$ cat src/design/modular_exponentiation_top_macros.svh
// ----------------------------------------------------------------------------
// Assertion macros shared by the modular exponentiation design files
// Each macro wraps one concurrent assertion on the rising clock edge, with
// the checks switched off while the synchronous reset is held.
// ----------------------------------------------------------------------------
`ifndef MODULAR_EXPONENTIATION_TOP_MACROS_SVH
`define MODULAR_EXPONENTIATION_TOP_MACROS_SVH

// Same-cycle implication
`define MEXP_ASSERT_NOW(label, clk, rst_n, ante, cons, msg) \
  label: assert property (@(posedge clk) disable iff (!rst_n) (ante) |-> (cons)) \
    else $error(msg);

// Next-cycle implication
`define MEXP_ASSERT_NEXT(label, clk, rst_n, ante, cons, msg) \
  label: assert property (@(posedge clk) disable iff (!rst_n) (ante) |=> (cons)) \
    else $error(msg);

`endif

$ cat src/design/mexp_pkg.sv
`timescale 1ns / 1ps
// ----------------------------------------------------------------------------
// mexp_pkg
// Shared constants for the modular exponentiation block: field widths and
// configuration register indexes.
// ----------------------------------------------------------------------------
package mexp_pkg;

  localparam int DATA_W     = 32;  // base, result and register words on the ports
  localparam int CFG_ADDR_W = 1;

  localparam logic [CFG_ADDR_W-1:0] CFG_EXPONENT = 1'd0;
  localparam logic [CFG_ADDR_W-1:0] CFG_MODULUS  = 1'd1;

endpackage

$ cat src/design/mexp_mulmod.sv
`timescale 1ns / 1ps
// ----------------------------------------------------------------------------
// mexp_mulmod
// Bit-serial interleaved modular multiplier: r = (x * y) mod m, taking one
// bit of y per cycle from the top. Needs x < m; y may be any word. A modulus
// of 2^WORD_BITS is given as m_ext with its top bit set.
// ----------------------------------------------------------------------------
`include "modular_exponentiation_top_macros.svh"

module mexp_mulmod #(
  parameter int WORD_BITS = 32
) (
  input  logic                 clk,
  input  logic                 rst_n,
  input  logic                 start,
  input  logic [WORD_BITS-1:0] x,
  input  logic [WORD_BITS-1:0] y,
  input  logic [WORD_BITS:0]   m_ext,
  output logic                 done,
  output logic [WORD_BITS-1:0] result
);

  localparam int CNT_W = $clog2(WORD_BITS);
  localparam int T_W   = WORD_BITS + 3;

  logic [WORD_BITS-1:0] x_r;
  logic [WORD_BITS-1:0] y_r;
  logic [WORD_BITS-1:0] r_r;
  logic [WORD_BITS-1:0] r_nxt;
  logic [CNT_W-1:0]     cnt_r;
  logic                 busy_r;
  logic                 done_r;
  logic [T_W-1:0]       t;
  logic [T_W-1:0]       d1;
  logic [T_W-1:0]       d2;

  // 2r + bit*x stays below 3m, so at most two subtractions of m
  always_comb begin
    t  = T_W'({r_r, 1'b0}) + (y_r[WORD_BITS-1] ? T_W'(x_r) : '0);
    d1 = t - T_W'(m_ext);
    d2 = t - T_W'({m_ext, 1'b0});
    if (!d2[T_W-1]) begin
      r_nxt = d2[WORD_BITS-1:0];
    end else if (!d1[T_W-1]) begin
      r_nxt = d1[WORD_BITS-1:0];
    end else begin
      r_nxt = t[WORD_BITS-1:0];
    end
  end

  always_ff @(posedge clk) begin
    if (!rst_n) begin
      busy_r <= 1'b0;
      done_r <= 1'b0;
      cnt_r  <= '0;
    end else begin
      done_r <= 1'b0;
      if (start) begin
        busy_r <= 1'b1;
        cnt_r  <= '0;
      end else if (busy_r) begin
        cnt_r <= cnt_r + 1'b1;
        if (cnt_r == CNT_W'(WORD_BITS - 1)) begin
          busy_r <= 1'b0;
          done_r <= 1'b1;
        end
      end
    end
  end

  always_ff @(posedge clk) begin
    if (start) begin
      x_r <= x;
      y_r <= y;
      r_r <= '0;
    end else if (busy_r) begin
      y_r <= {y_r[WORD_BITS-2:0], 1'b0};
      r_r <= r_nxt;
    end
  end

  assign done   = done_r;
  assign result = r_r;

  `MEXP_ASSERT_NOW(a_start_when_free, clk, rst_n, start, !busy_r, "mulmod started while busy")
  `MEXP_ASSERT_NOW(a_done_not_busy, clk, rst_n, done_r, !busy_r, "mulmod done while still busy")
  `MEXP_ASSERT_NOW(a_result_reduced, clk, rst_n, done_r, ({1'b0, r_r} < m_ext), "mulmod result not reduced")

endmodule

$ cat src/design/modular_exponentiation_top.sv
`timescale 1ns / 1ps
// ----------------------------------------------------------------------------
// modular_exponentiation_top
// Raises each incoming word to the configured exponent modulo the configured
// modulus, scanning the exponent from its lowest bit (square and multiply).
// ----------------------------------------------------------------------------
//   channel  direction  payload
//   in_      slave      tdata = base, tlast = last_symbol
//   out_     master     tdata = power_result, tlast = last_result
//   cfg_     write      index 0 exponent, index 1 modulus
//
// Every modular multiplication runs in the bit-serial multiplier, which is
// the only arithmetic unit and is shared by all steps.
// An item costs one base reduction, a multiply per set exponent bit and a
// square per bit below the highest set one; a zero exponent skips all of
// them and goes straight to the output register.
// Synchronous active-low reset; no clearing pass.
// A new item is taken once the previous result sits in the output register.
// ----------------------------------------------------------------------------
`include "modular_exponentiation_top_macros.svh"

module modular_exponentiation_top
  import mexp_pkg::*;
#(
  parameter int WORD_BITS = 32
) (
  input  logic                  clk,
  input  logic                  rst_n,
  input  logic                  in_tvalid,
  output logic                  in_tready,
  input  logic [DATA_W-1:0]     in_tdata,   // [31:0] base
  input  logic                  in_tlast,
  output logic                  out_tvalid,
  input  logic                  out_tready,
  output logic [DATA_W-1:0]     out_tdata,  // [31:0] power_result
  output logic                  out_tlast,
  input  logic                  cfg_wr_en,
  input  logic [CFG_ADDR_W-1:0] cfg_addr,
  input  logic [DATA_W-1:0]     cfg_wdata
);

  typedef enum logic [2:0] {
    S_IDLE,
    S_RED,
    S_MUL,
    S_SQR,
    S_OUT
  } state_t;

  state_t               state_r;
  logic [WORD_BITS-1:0] exp_r;
  logic [WORD_BITS-1:0] mod_r;
  logic [WORD_BITS:0]   mod_ext;
  logic [WORD_BITS-1:0] e_sh_r;
  logic [WORD_BITS-1:0] acc_r;
  logic [WORD_BITS-1:0] pw_r;
  logic                 last_r;
  logic                 mul_start_r;
  logic [WORD_BITS-1:0] mul_x_r;
  logic [WORD_BITS-1:0] mul_y_r;
  logic                 mul_done;
  logic [WORD_BITS-1:0] mul_res;
  logic                 out_valid_r;
  logic [WORD_BITS-1:0] out_data_r;
  logic                 out_last_r;

  // modulus 0 stands for 2^WORD_BITS
  assign mod_ext = {(mod_r == '0), mod_r};

  always_ff @(posedge clk) begin
    if (!rst_n) begin
      exp_r <= '0;
      mod_r <= WORD_BITS'(1);
    end else if (cfg_wr_en) begin
      case (cfg_addr)
        CFG_EXPONENT: exp_r <= cfg_wdata[WORD_BITS-1:0];
        CFG_MODULUS:  mod_r <= cfg_wdata[WORD_BITS-1:0];
        default: ;
      endcase
    end
  end

  mexp_mulmod #(
    .WORD_BITS(WORD_BITS)
  ) u_mulmod (
    .clk    (clk),
    .rst_n  (rst_n),
    .start  (mul_start_r),
    .x      (mul_x_r),
    .y      (mul_y_r),
    .m_ext  (mod_ext),
    .done   (mul_done),
    .result (mul_res)
  );

  always_ff @(posedge clk) begin
    if (!rst_n) begin
      state_r     <= S_IDLE;
      mul_start_r <= 1'b0;
      out_valid_r <= 1'b0;
    end else begin
      mul_start_r <= 1'b0;
      if (out_valid_r && out_tready) begin
        out_valid_r <= 1'b0;
      end
      case (state_r)
        S_IDLE: begin
          if (in_tvalid) begin
            last_r <= in_tlast;
            acc_r  <= WORD_BITS'(1);
            e_sh_r <= exp_r;
            if (exp_r == '0) begin
              state_r <= S_OUT;
            end else begin
              // reduce the base first: (1 mod m) * base
              mul_x_r     <= (mod_r == WORD_BITS'(1)) ? '0 : WORD_BITS'(1);
              mul_y_r     <= in_tdata[WORD_BITS-1:0];
              mul_start_r <= 1'b1;
              state_r     <= S_RED;
            end
          end
        end
        S_RED: begin
          if (mul_done) begin
            pw_r        <= mul_res;
            mul_x_r     <= mul_res;
            mul_y_r     <= e_sh_r[0] ? acc_r : mul_res;
            mul_start_r <= 1'b1;
            state_r     <= e_sh_r[0] ? S_MUL : S_SQR;
          end
        end
        S_MUL: begin
          if (mul_done) begin
            acc_r <= mul_res;
            // skip the square once no higher bit is left
            if (e_sh_r[WORD_BITS-1:1] == '0) begin
              state_r <= S_OUT;
            end else begin
              mul_x_r     <= pw_r;
              mul_y_r     <= pw_r;
              mul_start_r <= 1'b1;
              state_r     <= S_SQR;
            end
          end
        end
        S_SQR: begin
          if (mul_done) begin
            pw_r        <= mul_res;
            e_sh_r      <= {1'b0, e_sh_r[WORD_BITS-1:1]};
            mul_x_r     <= mul_res;
            mul_y_r     <= e_sh_r[1] ? acc_r : mul_res;
            mul_start_r <= 1'b1;
            state_r     <= e_sh_r[1] ? S_MUL : S_SQR;
          end
        end
        S_OUT: begin
          // hold until the output register is free
          if (!out_valid_r || out_tready) begin
            out_valid_r <= 1'b1;
            out_data_r  <= acc_r;
            out_last_r  <= last_r;
            state_r     <= S_IDLE;
          end
        end
        default: state_r <= S_IDLE;
      endcase
    end
  end

  assign in_tready  = (state_r == S_IDLE);
  assign out_tvalid = out_valid_r;
  assign out_tdata  = DATA_W'(out_data_r);
  assign out_tlast  = out_last_r;

  `MEXP_ASSERT_NOW(a_done_in_work, clk, rst_n, mul_done, (state_r == S_RED || state_r == S_MUL || state_r == S_SQR), "multiplier finished outside a work state")
  `MEXP_ASSERT_NEXT(a_accept_leaves_idle, clk, rst_n, (in_tvalid && in_tready), (state_r != S_IDLE), "transfer accepted but block stayed idle")
  `MEXP_ASSERT_NEXT(a_out_loaded, clk, rst_n, (state_r == S_OUT && !out_valid_r), out_valid_r, "finished result not loaded into free output register")
  `MEXP_ASSERT_NOW(a_mul_bits_left, clk, rst_n, (state_r == S_SQR && mul_start_r), (e_sh_r[WORD_BITS-1:1] != '0), "square issued with no exponent bits left")

endmodule

$ cat config.mk
export PLATFORM = sky130hd
export DESIGN_NAME = modular_exponentiation_top
export DESIGN_NICKNAME = d
export VERILOG_FILES = /design/src/design/mexp_pkg.sv /design/src/design/mexp_mulmod.sv /design/src/design/modular_exponentiation_top.sv
export VERILOG_INCLUDE_DIRS = /design/src /design/src/design
export SDC_FILE = /design/constraint.sdc
export NUM_CORES = 1
export LEC_CHECK = 0
export BUFFER_PORTS_ARGS = -buffer_cell sky130_fd_sc_hd__buf_2
export CORE_MARGIN = 4
export CORE_UTILIZATION = 50
export CTS_CLUSTER_SIZE = 16
export DETAILED_ROUTE_END_ITERATION = 7
export PLACE_DENSITY = 0.74
export SYNTH_ARGS = -nofsm -noshare
export SYNTH_HDL_FRONTEND = slang
export SYNTH_SLANG_ARGS = --single-unit
$ cat constraint.sdc
create_clock -name clk -period 6.6 [get_ports clk]
set_input_delay 0.66 -clock clk [delete_from_list [all_inputs] [get_ports clk]]
set_output_delay 0.66 -clock clk [all_outputs]
set_load 0.01 [all_outputs]
==> results by group, run 1 <==
Critical path
  – CP startpoint kind: register
  – Crit path DAT: 6.26 ns
  – Max stage delay on crit path: 0.44 ns
  – Critical Path Stages: 23
  – Required @ worst endpoint: 7.06 ns
  – Crit-path max FO: 44
  – Delay-heaviest family, CP: compound AO/OA/AOI/OAI gates
  – CP Buf/Inv Count: 2
  – Worst-path cell chain: buf_4, and2_1, ha_1, a21o_1, a211o_1, o21ai_0, a21oi_1, o21a_1, nor2_1, o2111ai_1, o311a_1, ha_1, nand4_1, nor4_1, nand3_1, a311oi_1, a211oi_2, o211ai_2, a21oi_4, buf_12, nor2_2, mux2_4, a211oi_2
  – Cells on worst reg2reg path: 23
  – Setup Crit Path Kind: register to register
  – R2R Path Start: u_mulmod.y_r[31]
  – Crit-path slowest cell: ha_1
  – CP endpoint kind: register
  – Reg2reg end: u_mulmod.result[0]
  – Reg2reg setup slack: 0.80 ns

Cells and area
  – Footprint of the multi-input gates: 0.00921 mm²
  – Register Area: 0.00991 mm²
  – Area growth syn-to-layout: 11.7%
  – Final nets: 2155
  – Share of layout cells above drive strength 1: 0.141
  – FILL cells: 3314
  – Antenna Cells: 0
  – Post-route cell area: 0.0220 mm²

Power
  – Leakage: 8.40 nW
  – Clock network power share: 0.205
  – Max VDD drop: 0.269 mV
  – Comb power frac: 0.515
  – Power Density: 493 mW/mm²
  – Switching Share: 0.419
  – Psw: 4.55 mW
  – Seq pwr share: 0.280
  – Internal: 6.32 mW

Route
  – Drt pass-1 iters: 5
  – Total number of vias: 15025
  – Wire per inst: 19.9 µm
  – Vias/cell: 5.94
  – Iter 0 DRT Violations: 1169
  – Routed Antenna Nets: 0
  – Total Wirelength: 50500 µm
  – Drt drc: 0

Die
  – Top Ports: 106
  – Die Width: 207 µm
  – Core box area: 0.0388 mm²
  – Die Y: 207 µm
  – Initial core utilization: 0.508
  – Area of the die: 0.0427 mm²
  – Cell row count: 72

Timing
  – Pins Over Slew Limit: 0
  – Final Setup Violations: 0
  – Achievable Freq: 173 MHz
  – Setup TNS: 0 ns
  – Worst Skew: 0.0181 ns
  – Fin. Hold Viols: 0
  – Hold slack: 0.292 ns
  – Fin crit period: 5.80 ns
  – Slew headroom: 0.178
  – Tcrit/Tclk final: 0.878
  – Tightest Pin Transition: 1.23 ns
  – RSZ-0062 raised after global routing: false

Run
  – Max-cap violations: 0

Yosys
  – Count of cell types in the netlist: 73
  – Cells after synthesis: 1902
  – Number of flops mapped to enable cells by yosys: 258
  – Top-count cell post-synth: nand2_1
  – Sequential fraction of the synthesis area: 0.502
  – Cell area after synthesis: 0.0197 mm²
  – Top post-synthesis cells by area: edfxtp_1 (39%), dfxtp_1 (11%), ha_1 (6.3%), nand2_1 (5.0%), mux2_2 (3.9%)
  – Yosys top cell by area: edfxtp_1
  – Yosys reg bits: 366
  – Syn Nets: 2075
  – Ys flop type: edfxtp_1
  – Ranking of synthesized cells by instance count: nand2_1 (261), edfxtp_1 (258), nor2_1 (120)
  – Synthesis Warnings: 0
  – Share of the synthesized area in the top cell type: 0.393
  – Asr flop ratio synth: 0
  – Avg Cell Area, Syn: 10.4 µm²

Global routing
  – GRT overflow: 0
  – Pin count of the biggest net entering global routing: 63
  – Tot GR Track Use: 0.235
  – Initial antenna violation count: 0
  – Global-route wire length before repair: 79900 µm
  – Vias in the first global route: 14602

Place
  – Input/output buffers: 105
  – Detailed Place HPWL: 36400 µm
  – Placed inst area: 0.0207 mm²
  – Gpl congestion: 0.946

CTS
  – Sink Count: 366
  – Postcts setup bufs: 0
  – Clk buf depth: 3
  – TritonCTS Buffers: 41
  – Clock latency on the worst-skew pair: 0.56 ns
  – H-tree depth: 2
  – CTS clk-pin slew, worst paths: 0.05 ns
  – CTS tree: yes
  – CTS Root Cell: clkbuf_16
  – Hold Buf Count CTS: 0
  – # resized after CTS: 0

Run status
  – Outcome: completed

Hold path
  – HP Start: in_tlast
  – Cells on Worst Hold Path: 1
  – Hold Path Sink: last_r
  – Worst hold path class: primary input to register
[power by group through the flow]
stage	clock network [mW]	registers (mW)	logic (mW)
floorplan	0	2.97	4.24
global placement	0	3.08	5.43
detailed placement	0	3.08	5.47
CTS	2.26	3.04	5.51
global route	2.35	3.07	6.15
finish	2.23	3.04	5.60
[registers in the layout, summed over array words and instances, names as in the netlist, 3 cells and up]
register,cells
state_r,3
mul_x_r,32
acc_r,32
out_tdata,32
u_mulmod.x_r,32
u_mulmod.cnt_r,5
u_mulmod.result,32
pw_r,32
e_sh_r,32
u_mulmod.y_r,32
mul_y_r,32
mod_r,32
exp_r,32
[per-stage QoR]
| step | utilization | std cells | power (mW) | setup WS [ns] |
|---|---|---|---|---|
| finish | 0.568 | 2531 | 10.9 | 0.804 |
| global route | 0.568 | 2531 | 11.6 | 0.304 |
| CTS | 0.568 | 2531 | 10.8 | 0.863 |
| detailed placement | 0.534 | 2457 | 8.56 | 0.888 |
| global placement | 0.534 | 2457 | 8.50 | 1.02 |
| floorplan | - | 1902 | 7.21 | 1.66 |
[worst max path at each step]
stage | endpoint | startpoint
floorplan | u_mulmod.result[27] | u_mulmod.y_r[31]
global placement | u_mulmod.result[0] | u_mulmod.y_r[31]
detailed placement | u_mulmod.result[0] | u_mulmod.y_r[31]
CTS | u_mulmod.result[0] | u_mulmod.y_r[31]
global route | u_mulmod.result[0] | u_mulmod.y_r[31]
finish | u_mulmod.result[0] | u_mulmod.y_r[31]
[cell type report]
class,instances,share of cell area
flip-flops and latches,366,0.450
multi-input cells,1378,0.418
clock buffers,55,0.0503
repair buffers,131,0.0333
well taps,518,0.0294
inverters,64,0.0109
clock inverters,19,0.00852
[worst reg2reg max path, stage by stage, from the launching register on]
cell and delay [ns]:
edfxtp_1 0.38, buf_4 0.22, and2_1 0.17, ha_1 0.34, a21o_1 0.22, a211o_1 0.28, o21ai_0 0.29, a21oi_1 0.15
o21a_1 0.18, nor2_1 0.20, o2111ai_1 0.15, o311a_1 0.21, ha_1 0.44, nand4_1 0.14, nor4_1 0.30, nand3_1 0.14
a311oi_1 0.40, a211oi_2 0.12, o211ai_2 0.23, a21oi_4 0.11, buf_12 0.21, nor2_2 0.28, mux2_4 0.34, a211oi_2 0.20
[layout by cell type (no fill, tap or decap), drive strengths merged, types with 38 or more instances in the layout]
cell type and instances:
nand2 261, edfxtp 258, buf 131, nor2 121
dfxtp 108, o21ai 103, ha 99, a21oi 95
mux2 69, a21boi 67, inv 66, clkbuf 55
a21o 46, a31oi 46, and2 41, xnor2 38
[per-layer routing]
layer  part of all wire  global-route usage  vias up
met5                  0                   0        -
met3              0.072              0.0387       71
met2               0.45               0.366      521
met1               0.46               0.343     7256
li1                   -                   -     7177
met4              0.022              0.0615        0
[logic make-up after synthesis]
family / synth area share
AOI/OAI and AO/OA: 0.180
xor gates and xnor gates: 0.0333
adders and majority gates: 0.0658
buffers and inverters: 0.0323
DFF: 0.502
muxes: 0.0457
and+or+nand+nor: 0.140
(Power assumes the default switching activity.)
==> run 2: changes to the inputs <==
- PLACE_DENSITY: 0.74 -> 0.64
==> run 2 against run 1 <==
- register-to-register slack worse by 0.11 ns
- non-clock buffer count is 4 higher
- clock-buffer cell count is 5 lower
- worst setup slack worse by 0.11 ns
- cell count rose by 0.20%
- sequential power is essentially flat
- sequential share of layout area hardly changed
- flip-flop and latch count unchanged
- critical path type unchanged
==> results by group, run 2 (synthesis gave the netlist of run 1 again) <==
Power
  – Power Density: 491 mW/mm²
  – Leakage: 8.44 nW
  – Seq pwr share: 0.281
  – Psw: 4.53 mW
  – Switching Share: 0.419
  – Internal: 6.29 mW
  – Comb power frac: 0.515
  – Max VDD drop: 0.231 mV
  – Clock network power share: 0.204

Global routing
  – Global-route wire length before repair: 82300 µm
  – Pin count of the biggest net entering global routing: 61
  – GRT overflow: 0
  – Vias in the first global route: 14686
  – Tot GR Track Use: 0.242
  – Initial antenna violation count: 1

Place
  – Input/output buffers: 105
  – Placed inst area: 0.0208 mm²
  – Detailed Place HPWL: 36900 µm
  – Gpl congestion: 0.873
  – Pre-CTS setup slack: 0.723 ns

Cells and area
  – Post-route cell area: 0.0221 mm²
  – Antenna Cells: 0
  – Most frequent cells in the layout: nand2_1 (261), edfxtp_1 (258), nor2_1 (117)
  – Share of layout cells above drive strength 1: 0.147
  – Area growth syn-to-layout: 11.8%
  – Final nets: 2159
  – Most common cell after layout, fill and taps aside: nand2_1

Critical path
  – Required @ worst endpoint: 7.03 ns
  – Crit path DAT: 6.34 ns
  – Crit-path max FO: 31
  – Setup Crit Path Kind: register to register
  – CP endpoint kind: register
  – CP startpoint kind: register

Die
  – Die Width: 207 µm
  – Area of the die: 0.0427 mm²
  – Initial core utilization: 0.508
  – Top Ports: 106
  – Core box area: 0.0388 mm²
  – Die Y: 207 µm
  – Cell row count: 72

Run status
  – Outcome: completed

CTS
  – Sink Count: 366
  – # resized after CTS: 0
  – Hold Buf Count CTS: 0
  – Clock latency on the worst-skew pair: 0.56 ns
  – TritonCTS Buffers: 41
  – CTS tree: yes
  – CTS clk-pin slew, worst paths: 0.06 ns
  – CTS Root Cell: clkbuf_16
  – H-tree depth: 2
  – Postcts setup bufs: 0
  – Clk buf depth: 3

Timing
  – RSZ-0062 raised after global routing: false
  – Final Setup Violations: 0
  – Pins Over Slew Limit: 0
  – Fin. Hold Viols: 0
  – Achievable Freq: 169 MHz
  – Hold slack: 0.291 ns
  – Tightest Pin Transition: 1.20 ns
  – Slew headroom: 0.202
  – Fin crit period: 5.91 ns
  – Worst Skew: 0.0151 ns
  – PnR worst setup slack: 0.692 ns
  – Setup TNS: 0 ns
  – Tcrit/Tclk final: 0.895

Route
  – Drt pass-1 iters: 6
  – Vias/cell: 5.86
  – Total Wirelength: 51600 µm
  – Total number of vias: 14864
  – Routed Antenna Nets: 0
  – Drt drc: 0
  – Wire per inst: 20.3 µm
  – Iter 0 DRT Violations: 1135

Run
  – Max-cap violations: 0

Hold path
  – Worst hold path class: primary input to register
run 2: cell types whose count changed in the layout (fill, tap and decap cells not counted), moves of 2 or more:
| cell | change |
|---|---|
| clkbuf_1 | -6 |
| clkbuf_16 | +2 |
| buf_4 | +5 |
| clkinv_2 | +9 |
| bufinv_16 | -2 |
run 2: metrics by stage:
| stage | power [mW] | utilization | std cells |
|---|---|---|---|
| 2_1_floorplan | 7.21 | - | 1902 |
| 3_3_place_gp | 8.48 | 0.535 | 2461 |
| 3_5_place_dp | 8.55 | 0.535 | 2461 |
| 4_1_cts | 10.8 | 0.568 | 2536 |
| 5_1_grt | 11.6 | 0.568 | 2536 |
| 6_report | 10.8 | 0.568 | 2536 |
run 2: final timing paths:
| check | slack [ns] | end | startpoint | cells after the start |
|---|---|---|---|---|
| max | 0.69 | u_mulmod.result[8] | u_mulmod.y_r[31] | 23 |
| min | 0.29 | last_r | in_tlast | 1 |
| max reg2reg | 0.69 | u_mulmod.result[8] | u_mulmod.y_r[31] | 23 |
| min reg2reg | 0.42 | u_mulmod.x_r[11] | mul_x_r[11] | 0 |
run 2: critical path: stages, from the launching register on:
cell,delay [ns]
edfxtp_1,0.34
buf_4,0.26
nand2_1,0.14
fa_1,0.43
nand2b_1,0.18
a21oi_1,0.26
o21a_1,0.19
o21a_1,0.13
o21a_1,0.10
o21ai_0,0.08
a21oi_1,0.19
xor2_1,0.36
ha_1,0.38
a21o_1,0.21
a2111o_1,0.38
o221ai_2,0.22
a311oi_1,0.16
a211oi_2,0.33
o211ai_2,0.16
a21oi_4,0.52
buf_4,0.28
mux2i_1,0.22
o211a_1,0.17
nor3_2,0.04
run 2: area by class of cell:
cell class,instances,area (µm²)
Clock buffer,50,1120
Clock inverter,25,178
Fill cell,3435,16800
Inverter,64,240
Multi-Input combinational cell,1378,9210
Sequential cell,366,9910
Tap cell,518,648
Timing Repair Buffer,135,751
run 2: power by group through the flow:
stage	Sequential [mW]	Combinational [mW]	Clock (mW)
2_1_floorplan	2.97	4.24	0
3_3_place_gp	3.08	5.41	0
3_5_place_dp	3.08	5.47	0
4_1_cts	3.04	5.50	2.26
5_1_grt	3.07	6.17	2.36
6_report	3.04	5.57	2.21
run 2: per-layer routing:
layer	vias up	routed length, µm	track usage
met5	-	15	0
met2	441	23200	0.381
met3	79	3030	0.0416
met4	2	1180	0.0615
met1	7161	24100	0.351
li1	7181	-	-
